<file path="src/design/pfp_pkg.sv">
// ----------------------------------------------------------------------------
// pfp_pkg: shared types and constants of the PLL frequency planner
// Holds widths, frequency limits, status and register codes, and the tag
// that travels with each item through the divider chains.
// ----------------------------------------------------------------------------
package pfp_pkg;

    // Field widths
    localparam int VCO_W  = 23;                 // VCO frequency in kHz, up to 4.4 GHz
    localparam int PFD_W  = 18;
    localparam int MOD_W  = 12;
    localparam int INT_W  = 16;
    localparam int FRAC_W = 12;
    localparam int DEXP_W = 3;
    localparam int CFG_W  = 18;                 // widest configuration register
    localparam int PROD_W = PFD_W + MOD_W;      // remainder times modulus

    // Frequency limits in kHz
    localparam int unsigned F_MIN_KHZ = 137500;
    localparam int unsigned F_MAX_KHZ = 4400000;
    localparam int          DEXP_MAX  = 5;

    // Reset values of the configuration registers
    localparam logic [PFD_W-1:0] PFD_RESET = PFD_W'(10000);
    localparam logic [MOD_W-1:0] MOD_RESET = MOD_W'(4095);
    localparam logic [INT_W-1:0] INT_MAX   = '1;

    // Input register, prep stage, both divider chains, multiply, output register
    localparam int LATENCY = 4 + INT_W + FRAC_W;

    typedef enum logic [1:0] {
        ST_OK    = 2'd0,
        ST_RANGE = 2'd1,
        ST_OVF   = 2'd2
    } t_status;

    typedef enum logic {
        CFG_PFD = 1'b0,
        CFG_MOD = 1'b1
    } t_cfg_idx;

    // Per-item control carried alongside the divider data
    typedef struct packed {
        logic               valid;
        t_status            status;
        logic [DEXP_W-1:0]  dexp;
        logic [INT_W-1:0]   iw;
    } t_tag;

endpackage

</file>
<file path="src/design/pfp_div_cell.sv">
// ----------------------------------------------------------------------------
// pfp_div_cell: one restoring division step
// Brings down the next dividend bit into the partial remainder, subtracts the
// divisor when it fits and shifts the quotient bit into the dividend word.
// ----------------------------------------------------------------------------
module pfp_div_cell
    import pfp_pkg::*;
#(
    parameter int NUM_W = 16
) (
    input  logic              i_clk,
    input  logic              i_rst_n,
    input  logic [PFD_W-1:0]  i_div,
    input  t_tag              i_tag,
    input  logic [PFD_W-1:0]  i_rem,
    input  logic [NUM_W-1:0]  i_num,
    output t_tag              o_tag,
    output logic [PFD_W-1:0]  o_rem,
    output logic [NUM_W-1:0]  o_num
);

    logic [PFD_W:0]   trial;
    logic             fits;
    logic [PFD_W-1:0] n_rem;
    logic [NUM_W-1:0] n_num;
    t_tag             r_tag;
    logic [PFD_W-1:0] r_rem;
    logic [NUM_W-1:0] r_num;

    // Trial subtract of the divisor from the extended remainder
    always_comb begin
        trial = {i_rem, i_num[NUM_W-1]};
        fits  = trial >= {1'b0, i_div};
        n_rem = fits ? PFD_W'(trial - {1'b0, i_div}) : trial[PFD_W-1:0];
        n_num = {i_num[NUM_W-2:0], fits};
    end

    // Hand control to the next cell
    always_ff @(posedge i_clk) begin
        if (!i_rst_n) begin
            r_tag <= '0;
        end else begin
            r_tag <= i_tag;
        end
    end

    // Hand data to the next cell
    always_ff @(posedge i_clk) begin
        r_rem <= n_rem;
        r_num <= n_num;
    end

    assign o_tag = r_tag;
    assign o_rem = r_rem;
    assign o_num = r_num;

endmodule

</file>
<file path="src/design/pfp_div_chain.sv">
// ----------------------------------------------------------------------------
// pfp_div_chain: row of division cells
// Divides {rem, num} by the divisor one quotient bit per cell; after NUM_W
// cells the num word holds the quotient and rem the remainder.
// ----------------------------------------------------------------------------
module pfp_div_chain
    import pfp_pkg::*;
#(
    parameter int NUM_W = 16
) (
    input  logic              i_clk,
    input  logic              i_rst_n,
    input  logic [PFD_W-1:0]  i_div,
    input  t_tag              i_tag,
    input  logic [PFD_W-1:0]  i_rem,
    input  logic [NUM_W-1:0]  i_num,
    output t_tag              o_tag,
    output logic [PFD_W-1:0]  o_rem,
    output logic [NUM_W-1:0]  o_quot
);

    t_tag             tag_link [NUM_W+1];
    logic [PFD_W-1:0] rem_link [NUM_W+1];
    logic [NUM_W-1:0] num_link [NUM_W+1];

    assign tag_link[0] = i_tag;
    assign rem_link[0] = i_rem;
    assign num_link[0] = i_num;

    // One cell per quotient bit, most significant first
    for (genvar g = 0; g < NUM_W; g++) begin : g_cell
        pfp_div_cell #(
            .NUM_W (NUM_W)
        ) u_cell (
            .i_clk   (i_clk),
            .i_rst_n (i_rst_n),
            .i_div   (i_div),
            .i_tag   (tag_link[g]),
            .i_rem   (rem_link[g]),
            .i_num   (num_link[g]),
            .o_tag   (tag_link[g+1]),
            .o_rem   (rem_link[g+1]),
            .o_num   (num_link[g+1])
        );
    end

    assign o_tag  = tag_link[NUM_W];
    assign o_rem  = rem_link[NUM_W];
    assign o_quot = num_link[NUM_W];

endmodule

</file>
<file path="src/design/pll_frac_n_frequency_plan.sv">
// ----------------------------------------------------------------------------
// pll_frac_n_frequency_plan: fractional-N PLL divider settings from a frequency
// Range check, output divider choice, integer and fraction words.
// ----------------------------------------------------------------------------
// Pulse i_start with a frequency in kHz on any clock; o_busy is always low, so
// one item is taken every cycle. Each result appears on o_valid for a single
// cycle exactly LATENCY (32) cycles after its item was taken, in order, and
// must be captured then. The latency is set by the two restoring divider
// chains, one cell per quotient bit: 16 cells for the integer word and 12 for
// the fraction word, plus input, prep, multiply and output registers.
// pfd_khz and modulus may be rewritten only when no item is in flight.
module pll_frac_n_frequency_plan
    import pfp_pkg::*;
#(
    parameter int FREQ_WIDTH = 23
) (
    input  logic                  i_clk,
    input  logic                  i_rst_n,
    input  logic                  i_start,
    output logic                  o_busy,
    input  logic [FREQ_WIDTH-1:0] i_freq_khz,
    input  logic                  i_cfg_we,
    input  logic                  i_cfg_addr,
    input  logic [CFG_W-1:0]      i_cfg_data,
    output logic                  o_valid,
    output logic [1:0]            o_status,
    output logic [DEXP_W-1:0]     o_div_exponent,
    output logic [INT_W-1:0]      o_int_word,
    output logic [FRAC_W-1:0]     o_frac_word
);

    logic [PFD_W-1:0]      r_pfd;
    logic [MOD_W-1:0]      r_mod;
    logic                  r_a_vld;
    logic [FREQ_WIDTH-1:0] r_a_freq;
    t_tag                  n_b_tag;
    logic [VCO_W-1:0]      n_b_vco;
    t_tag                  r_b_tag;
    logic [VCO_W-1:0]      r_b_vco;
    t_tag                  c1_in_tag;
    t_tag                  c1_tag;
    logic [PFD_W-1:0]      c1_rem;
    logic [INT_W-1:0]      c1_quot;
    t_tag                  n_m_tag;
    t_tag                  r_m_tag;
    logic [PROD_W-1:0]     r_m_prod;
    t_tag                  c2_tag;
    logic [PFD_W-1:0]      c2_rem;
    logic [FRAC_W-1:0]     c2_quot;
    logic                  r_valid;
    t_status               r_status;
    logic [DEXP_W-1:0]     r_dexp;
    logic [INT_W-1:0]      r_iw;
    logic [FRAC_W-1:0]     r_fw;
    logic                  in_range;
    logic [VCO_W-1:0]      freq_lo;
    logic [DEXP_W-1:0]     dexp;
    logic                  ovf;

    // Configuration registers
    always_ff @(posedge i_clk) begin
        if (!i_rst_n) begin
            r_pfd <= PFD_RESET;
            r_mod <= MOD_RESET;
        end else if (i_cfg_we) begin
            unique case (t_cfg_idx'(i_cfg_addr))
                CFG_PFD: r_pfd <= i_cfg_data[PFD_W-1:0];
                CFG_MOD: r_mod <= i_cfg_data[MOD_W-1:0];
                default: ;
            endcase
        end
    end

    assign o_busy = 1'b0;

    // Capture the item
    always_ff @(posedge i_clk) begin
        if (!i_rst_n) begin
            r_a_vld <= 1'b0;
        end else begin
            r_a_vld <= i_start;
        end
    end

    always_ff @(posedge i_clk) begin
        r_a_freq <= i_freq_khz;
    end

    // Check range, pick the largest divider exponent, scale to the VCO
    always_comb begin
        in_range = (r_a_freq >= FREQ_WIDTH'(F_MIN_KHZ)) &&
                   (r_a_freq <= FREQ_WIDTH'(F_MAX_KHZ));
        freq_lo  = r_a_freq[VCO_W-1:0];
        dexp     = '0;
        for (int d = 1; d <= DEXP_MAX; d++) begin
            if (freq_lo <= VCO_W'(F_MAX_KHZ >> d)) begin
                dexp = DEXP_W'(d);
            end
        end
        if (!in_range) begin
            dexp = '0;
        end
        n_b_tag.valid  = r_a_vld;
        n_b_tag.status = in_range ? ST_OK : ST_RANGE;
        n_b_tag.dexp   = dexp;
        n_b_tag.iw     = '0;
        n_b_vco        = freq_lo << dexp;
    end

    always_ff @(posedge i_clk) begin
        if (!i_rst_n) begin
            r_b_tag <= '0;
        end else begin
            r_b_tag <= n_b_tag;
        end
    end

    always_ff @(posedge i_clk) begin
        r_b_vco <= n_b_vco;
    end

    // Flag an integer word above 16 bits; a zero PFD lands here too
    always_comb begin
        ovf       = {(PFD_W+INT_W-VCO_W)'(0), r_b_vco} >= {r_pfd, INT_W'(0)};
        c1_in_tag = r_b_tag;
        if (r_b_tag.status == ST_OK && ovf) begin
            c1_in_tag.status = ST_OVF;
        end
    end

    // Integer word: VCO frequency over PFD frequency
    pfp_div_chain #(
        .NUM_W (INT_W)
    ) u_int_chain (
        .i_clk   (i_clk),
        .i_rst_n (i_rst_n),
        .i_div   (r_pfd),
        .i_tag   (c1_in_tag),
        .i_rem   (PFD_W'(r_b_vco[VCO_W-1:INT_W])),
        .i_num   (r_b_vco[INT_W-1:0]),
        .o_tag   (c1_tag),
        .o_rem   (c1_rem),
        .o_quot  (c1_quot)
    );

    // Attach the integer word to the item
    always_comb begin
        n_m_tag    = c1_tag;
        n_m_tag.iw = c1_quot;
    end

    // Scale the remainder by the modulus
    always_ff @(posedge i_clk) begin
        if (!i_rst_n) begin
            r_m_tag <= '0;
        end else begin
            r_m_tag <= n_m_tag;
        end
    end

    always_ff @(posedge i_clk) begin
        r_m_prod <= PROD_W'(c1_rem) * PROD_W'(r_mod);
    end

    // Fraction word: scaled remainder over PFD frequency
    pfp_div_chain #(
        .NUM_W (FRAC_W)
    ) u_frac_chain (
        .i_clk   (i_clk),
        .i_rst_n (i_rst_n),
        .i_div   (r_pfd),
        .i_tag   (r_m_tag),
        .i_rem   (r_m_prod[PROD_W-1:FRAC_W]),
        .i_num   (r_m_prod[FRAC_W-1:0]),
        .o_tag   (c2_tag),
        .o_rem   (c2_rem),
        .o_quot  (c2_quot)
    );

    // Final remainder is not needed
    logic unused_rem;
    assign unused_rem = ^c2_rem;

    // Format the result by status
    always_ff @(posedge i_clk) begin
        if (!i_rst_n) begin
            r_valid  <= 1'b0;
            r_status <= ST_OK;
            r_dexp   <= '0;
            r_iw     <= '0;
            r_fw     <= '0;
        end else begin
            r_valid  <= c2_tag.valid;
            r_status <= c2_tag.status;
            case (c2_tag.status)
                ST_OK: begin
                    r_dexp <= c2_tag.dexp;
                    r_iw   <= c2_tag.iw;
                    r_fw   <= c2_quot;
                end
                ST_OVF: begin
                    r_dexp <= c2_tag.dexp;
                    r_iw   <= INT_MAX;
                    r_fw   <= '0;
                end
                default: begin
                    r_dexp <= '0;
                    r_iw   <= '0;
                    r_fw   <= '0;
                end
            endcase
        end
    end

    assign o_valid        = r_valid;
    assign o_status       = r_status;
    assign o_div_exponent = r_dexp;
    assign o_int_word     = r_iw;
    assign o_frac_word    = r_fw;

endmodule

</file>
<file path="config.mk">
export PLATFORM = sky130hd
export DESIGN_NAME = pll_frac_n_frequency_plan
export DESIGN_NICKNAME = d
export VERILOG_FILES = /design/src/design/pfp_pkg.sv /design/src/design/pfp_div_cell.sv /design/src/design/pfp_div_chain.sv /design/src/design/pll_frac_n_frequency_plan.sv
export SDC_FILE = /design/constraint.sdc
export NUM_CORES = 2
export LEC_CHECK = 0
export BUFFER_PORTS_ARGS = -buffer_cell sky130_fd_sc_hd__buf_4
export CAP_MARGIN = 40
export CORE_ASPECT_RATIO = 0.7
export CORE_UTILIZATION = 38
export DETAILED_ROUTE_END_ITERATION = 6
export GPL_TIMING_DRIVEN = 0
export SYNTH_ARGS = -nofsm -noshare
export SYNTH_HDL_FRONTEND = slang
export SYNTH_SLANG_ARGS = --single-unit
</file>
<file path="constraint.sdc">
create_clock -name i_clk -period 7.7 [get_ports i_clk]
set_input_delay 0 -clock i_clk [delete_from_list [all_inputs] [get_ports i_clk]]
set_output_delay 0 -clock i_clk [all_outputs]
set_load 0.02 [all_outputs]
</file>
; ---- Yosys cells after proc, flatten, opt, wreduce, memory -nomap -nowiden
; Cells that the tools add are included.
[classes]
addsub = 27
n_mul = 1
order_cmp = 36
n_eq_ne = 1
n_shift = 1
mux = 36
n_bitwise = 2
reduce_logical = 10
[ops]
columns = cell, count
row1 = $ge 19x18->1, 27
row2 = $mux 18, 26
row3 = $sub 18x18->18, 26
row4 = $ge 23x34->1, 1
row5 = $pmux 16 s2, 1
row6 = $mul 18x12->30, 1
row7 = $ge 23x18->1 const B, 1
row8 = $le 23x18->1 const B, 1
row9 = $le 23x19->1 const B, 1
row10 = $le 23x20->1 const B, 1
row11 = $le 23x21->1 const B, 1
row12 = $le 23x22->1 const B, 1
row13 = $le 23x23->1 const B, 1
row14 = $shl 23x3->23, 1
row15 = $ge 8x18->1, 1
row16 = $sub 8x18->18, 1
row17 = $mux 3, 5
row18 = $mux 8, 1
row19 = $reduce_and 2->1, 4
row20 = $logic_not 2->1, 2
row21 = $reduce_or 2->1, 2
row22 = $eq 2x2->1 const B, 1
row23 = $logic_and 1x1->1, 2
row24 = $mux 1, 2
row25 = other kinds (2), 3
[word_totals]
register_bits = 1415

; ---- Longest topological paths before layout
[logic_depth]
ltp_word = 8
mapped_depth = 23
mapped_depth_nobuf = 21

; ---- Modules after synthesis
; From an unflattened synthesis, not the netlist that was laid out.
[unflattened]
cells_unflattened = 8305
hier_area_um2 = 83377.5
[modules_own_cells]
columns = module, instances, cells_per_inst, area_per_inst_um2, seq_area_each_um2
row1 = pfp_div_cell (u_int_chain.g_cell[12].u_cell ...), 11, 251, 2583.7, 1121.1
row2 = pfp_div_cell (u_frac_chain.g_cell[0].u_cell ...), 9, 247, 2503.7, 1041.0
row3 = pfp_div_cell (u_int_chain.g_cell[0].u_cell ...), 5, 246, 2519.9, 1121.1
row4 = pll_frac_n_frequency_plan, 1, 1365, 12504.5, 3363.2
row5 = pfp_div_cell (u_frac_chain.g_cell[7].u_cell ...), 3, 242, 2439.8, 1041.0

; ---- Least setup slack after synthesis
; No wires, ideal clock.
[synth_path]
path_kind = reg2reg
from = register r_mod[5]
to = register r_m_prod[29]
setup_ns = 0.121
arrival_time_ns = 5.745
setup_slack_ns = 1.834
stages_incl_launch_ff = 22
period_less_slack_ns = 5.866
path_cell_list = dfxtp_1 > clkbuf_1 > buf_1 > nand2_1 > fa_1 > fa_1 > fa_1 > inv_1 > fa_1 > inv_1 > fa_1 > inv_1 > ha_1 > nand2_1 > o21ai_0 > a31oi_1 > or3_1 > a311oi_1 > a31oi_1 > o311ai_1 > a21oi_1 > xnor2_1
[synth_between]
elab_chain_len = 1
[synth_rtl]
columns = element, line
row1 = "start, declared", pll_frac_n_frequency_plan.sv:33  ; logic [MOD_W-1:0] r_mod;
row2 = "start signal, assigned", pll_frac_n_frequency_plan.sv:68  ; CFG_MOD: r_mod <= i_cfg_data[MOD_W-1:0];
row3 = $mul 18x12->30, pll_frac_n_frequency_plan.sv:162  ; r_m_prod <= PROD_W'(c1_rem) * PROD_W'(r_mod);
row4 = "end signal, assigned", pll_frac_n_frequency_plan.sv:162
row5 = "end, declared", pll_frac_n_frequency_plan.sv:46  ; logic [PROD_W-1:0] r_m_prod;
; Every way passes these cells.
; A chain may end at the register's enable or synchronous reset.

; ---- Worst setup path after layout
; Ends and elaborated chain as after synthesis.

==> summary.txt <==
STA
  – Endpoints failing hold: 0
  – Final slew viol count: 0
  – Setup repair after global routing missed its margin: no
  – Fraction of the cycle the final worst path needs: 95.55%
  – Final worst hold slack: 0.1557 ns
  – Final setup violating endpoints: 0
  – Period minus WS final: 7.357 ns
  – Transition time of the tightest slew-check pin: 0.9470 ns
  – Worst slew slack as a fraction of its limit: 36.75%
  – Worst setup skew after layout: 0.05201 ns
  – Max Fclk: 0.1359 GHz

Placed design
  – Number of I/O port buffers: 78
  – Global placement routability congestion: 0.8929
  – Detailed Place HPWL: 120400 um
  – Area of placed instances: 71780 sq um

CTS
  – Source-to-sink clock delay at the later pin of the worst-skew pair: 0.79 ns
  – Clock tree from TritonCTS: yes
  – Number of buffers added for setup after CTS: 0
  – Num CTS Buffers: 137
  – Buffers from clock root to sink, at most: 3
  – Max H-tree Level: 4
  – TritonCTS sink count: 1414
  – Total of cells resized after clock tree synthesis: 0
  – Clock slew at the register clock pins of the worst setup and hold paths: 0.07 ns
  – CTS root buffer: sky130_fd_sc_hd__clkbuf_16

Global route
  – Global Route met2 Usage: 25.87%
  – Via count of the first global-routing pass: 46422
  – Number of antenna violations at the first check in global routing: 14
  – Met3 Usage GRT: 3.700%
  – Busiest metal layer after global routing: met1
  – Met1 usage: 27.17%
  – First-pass GRT wire length: 258000 um
  – Largest net degree at the start of global routing: 29
  – Total global routing track utilization: 18.14%
  – Total congestion overflow after global routing: 0

Hold path
  – Tightest Hold Check Type: input pin to register
  – Number of cells traversed by the worst hold path: 5
  – Hold_sp: i_cfg_we
  – Worst hold path endpoint: r_pfd[17]

Setup path
  – CP delay by family, top: adder cells
  – CP required: 8.35 ns
  – Worst Setup End Kind: register
  – Reg2reg end: r_m_prod[29]
  – Setup crit start kind: register
  – Startpoint of the worst-slack reg-to-reg timing path: r_mod[5]
  – Arrival time of data at the critical path endpoint: 8.01 ns
  – CP Class: register to register
  – Reg2reg path depth: 21
  – Maximum fanout count along the critical path: 10
  – Critical path buffer and inverter count: 5
  – Worst path cell trace: clkbuf_1 -> buf_1 -> nand2_1 -> fa_1 -> fa_1 -> fa_1 -> inv_1 -> fa_1 -> inv_1 -> fa_1 -> inv_1 -> ha_1 -> nand2_1 -> o21ai_0 -> a31oi_1 -> or3_1 -> a311oi_1 -> a31oi_1 -> o311ai_1 -> a21oi_1 -> xnor2_1
  – Worst R2R Setup Slack: 0.34 ns
  – CP dominant cell by count: sky130_fd_sc_hd__fa_1
  – Slowest library cell on the worst path: sky130_fd_sc_hd__buf_1
  – CP peak stage delay: 0.65 ns

Floorplan
  – Num rows: 129
  – DIE AREA: 179600 sq um
  – Chip Height: 354.9 um
  – Top Ports: 81
  – Floorplan core area: 176700 sq um
  – Die W: 506.1 um
  – Initial standard-cell utilization of the core: 38.25%

Yosys
  – Post-synth ARST share: 0%
  – Sequential area share after synthesis: 41.87%
  – Number of warnings reported in the yosys synthesis log: 0
  – Main area contributors after synthesis: sky130_fd_sc_hd__dfxtp_1, sky130_fd_sc_hd__ha_1, sky130_fd_sc_hd__mux2_2
  – Area share of the largest cell type after synthesis: 41.87%
  – Synth Net Count: 7410
  – Number of synthesized flops with an enable pin: 0
  – Post-Synthesis Cell Area: 67600 sq um
  – Cell variety after synth: 91
  – Seq cells post-synth: 1414
  – Largest area contributor in the synthesized netlist: sky130_fd_sc_hd__dfxtp_1
  – Mapped Cells: 6608
  – Post-Synthesis Mean Instance Area: 10.23 sq um
  – Most used flip-flop cell after synthesis: sky130_fd_sc_hd__dfxtp_1

Routing
  – Via-per-instance ratio: 5.096
  – Number of routed nets with antenna violations: 0
  – Total wire length after detailed routing: 164500 um
  – Per-cell routed wire length: 17.39 um
  – First-iteration detailed-routing DRC count: 3569
  – DR DRC count: 0
  – Number of detailed-routing iterations run before antenna repair: 6
  – Vias post-DR: 48204

Cells and area
  – Core Util, Final: 43.98%
  – Final design instance area without fill: 77730 sq um
  – Share of cells above drive strength 1: 11.99%
  – Filler instances: 16661
  – Nets@finish: 7787
  – Layout overhead on the synthesized area: 14.98%

Flow run
  – Number of max-cap violations: 0

Run status
  – Run status: completed
## layout make-up
type | count | area [sq um] | share of cell area (%)
inverters | 433 | 1628 | 2.094
plain buffers | 174 | 743.2 | 0.9561
clock inverters | 56 | 865.8 | 1.114
multi-input cells | 4587 | 36930 | 47.50
diodes | 10 | 25.02 | 0.03219
flip-flops and latches | 1414 | 28310 | 36.42
clock buffers | 190 | 3909 | 5.029
well taps | 2358 | 2950 | 3.796
repair buffers | 238 | 2372 | 3.052
## synth_stat cells, types with 59 or more instances
cell type and n:
sky130_fd_sc_hd__ha_1 569, sky130_fd_sc_hd__fa_1 187, sky130_fd_sc_hd__clkbuf_1 136, sky130_fd_sc_hd__a211oi_1 59, sky130_fd_sc_hd__inv_1 432, sky130_fd_sc_hd__a21o_1 137
sky130_fd_sc_hd__xnor2_1 275, sky130_fd_sc_hd__nor2b_1 66, sky130_fd_sc_hd__xor2_1 111, sky130_fd_sc_hd__o21ai_0 173, sky130_fd_sc_hd__and2_1 504, sky130_fd_sc_hd__nor3_1 120
sky130_fd_sc_hd__nand3_1 132, sky130_fd_sc_hd__o21a_1 67, sky130_fd_sc_hd__mux2i_1 100, sky130_fd_sc_hd__dfxtp_1 1414, sky130_fd_sc_hd__mux2_2 375, sky130_fd_sc_hd__nand2_1 389
sky130_fd_sc_hd__nor2_1 296, sky130_fd_sc_hd__a21oi_1 344
## cells by family (layout without fill, tap and decap cells)
| kind of cell | after synthesis | in the layout | synth area share [%] |
|---|---|---|---|
| compound gates | 1165 | 1165 | 11.70 |
| xor+xnor | 386 | 386 | 5.001 |
| fa+ha+maj | 756 | 756 | 16.07 |
| buf+inv | 607 | 1091 | 3.504 |
| flops | 1414 | 1414 | 41.87 |
| mux | 488 | 488 | 7.999 |
| other cells | 1 | 11 | 0.005547 |
| simple gates | 1791 | 1791 | 13.85 |
## stage by stage
step                setup slack [ns]  setup TNS [ns]  cells
floorplan                      1.834               0   6608
global placement              -1.884         -676.60   9044
detailed placement            0.5509               0   9088
CTS                           0.4592               0   9448
global route                 0.01214               0   9451
finish                        0.3426               0   9460
## per-layer routing
metal  up-vias  wire length (um)
met2      1429             65160
li1      23695                 -
met4         6              3682
met1     22830             84210
met3       244             11430
met5         -                38
## sequential cells by signal, indices dropped and copies added, names as in the netlist, 16 cells and up
register	count
u_int_chain.g_cell.u_cell.o_rem	288
u_frac_chain.g_cell.u_cell.o_tag	264
u_int_chain.g_cell.u_cell.o_num	256
u_frac_chain.g_cell.u_cell.o_rem	198
u_frac_chain.g_cell.u_cell.o_num	144
u_int_chain.g_cell.u_cell.o_tag	96
r_m_prod	30
freq_lo	23
r_b_vco	23
r_m_tag	22
r_pfd	18
o_int_word	16
## worst max path at each step
| stage | start | cells after the start | slack [ns] | to |
|---|---|---|---|---|
| CTS | r_mod[5] | 21 | 0.46 | r_m_prod[29] |
| global placement | r_pfd[1] | 12 | -1.88 | u_frac_chain.g_cell[8].u_cell.o_rem[15] |
| global route | r_mod[5] | 21 | 0.01 | r_m_prod[29] |
| detailed placement | r_mod[5] | 21 | 0.55 | r_m_prod[29] |
| finish | r_mod[5] | 21 | 0.34 | r_m_prod[29] |
| floorplan | r_mod[5] | 21 | 1.83 | r_m_prod[29] |
## worst reg2reg max path: stages (launching register included)
cell and delay [ns]:
sky130_fd_sc_hd__dfxtp_1 0.32, sky130_fd_sc_hd__clkbuf_1 0.56, sky130_fd_sc_hd__buf_1 0.66, sky130_fd_sc_hd__nand2_1 0.18, sky130_fd_sc_hd__fa_1 0.62, sky130_fd_sc_hd__fa_1 0.44, sky130_fd_sc_hd__fa_1 0.51, sky130_fd_sc_hd__inv_1 0.06
sky130_fd_sc_hd__fa_1 0.52, sky130_fd_sc_hd__inv_1 0.05, sky130_fd_sc_hd__fa_1 0.53, sky130_fd_sc_hd__inv_1 0.05, sky130_fd_sc_hd__ha_1 0.34, sky130_fd_sc_hd__nand2_1 0.08, sky130_fd_sc_hd__o21ai_0 0.33, sky130_fd_sc_hd__a31oi_1 0.26
sky130_fd_sc_hd__or3_1 0.46, sky130_fd_sc_hd__a311oi_1 0.38, sky130_fd_sc_hd__a31oi_1 0.25, sky130_fd_sc_hd__o311ai_1 0.37, sky130_fd_sc_hd__a21oi_1 0.13, sky130_fd_sc_hd__xnor2_1 0.13
## cell usage in the layout, fill, tap and decap left out, types with 98 or more instances in the layout
master                          synthesis  routed
sky130_fd_sc_hd__dfxtp_1             1414    1412
sky130_fd_sc_hd__ha_1                 569     569
sky130_fd_sc_hd__and2_1               504     504
sky130_fd_sc_hd__inv_1                432     415
sky130_fd_sc_hd__nand2_1              389     389
sky130_fd_sc_hd__mux2_2               375     375
sky130_fd_sc_hd__a21oi_1              344     344
sky130_fd_sc_hd__nor2_1               296     296
sky130_fd_sc_hd__xnor2_1              275     275
sky130_fd_sc_hd__fa_1                 187     187
sky130_fd_sc_hd__o21ai_0              173     173
sky130_fd_sc_hd__clkbuf_1             136     162
sky130_fd_sc_hd__clkbuf_16              0     138
sky130_fd_sc_hd__a21o_1               137     137
sky130_fd_sc_hd__nand3_1              132     132
sky130_fd_sc_hd__nor3_1               120     120
sky130_fd_sc_hd__dlygate4sd3_1          0     114
sky130_fd_sc_hd__xor2_1               111     111
sky130_fd_sc_hd__mux2i_1              100     100
sky130_fd_sc_hd__buf_4                 10      98
## what timing repair did
| item | in CTS | in global routing |
|---|---|---|
| endpoints found under the hold margin | 84 | 0 |
| hold buffers | 114 | 0 |
| endpoints found under the setup margin | 0 | 0 |
Power is left out: the tool's default activity adds up to more than one toggle a clock period on the data nets, which glitch-free logic cannot reach.
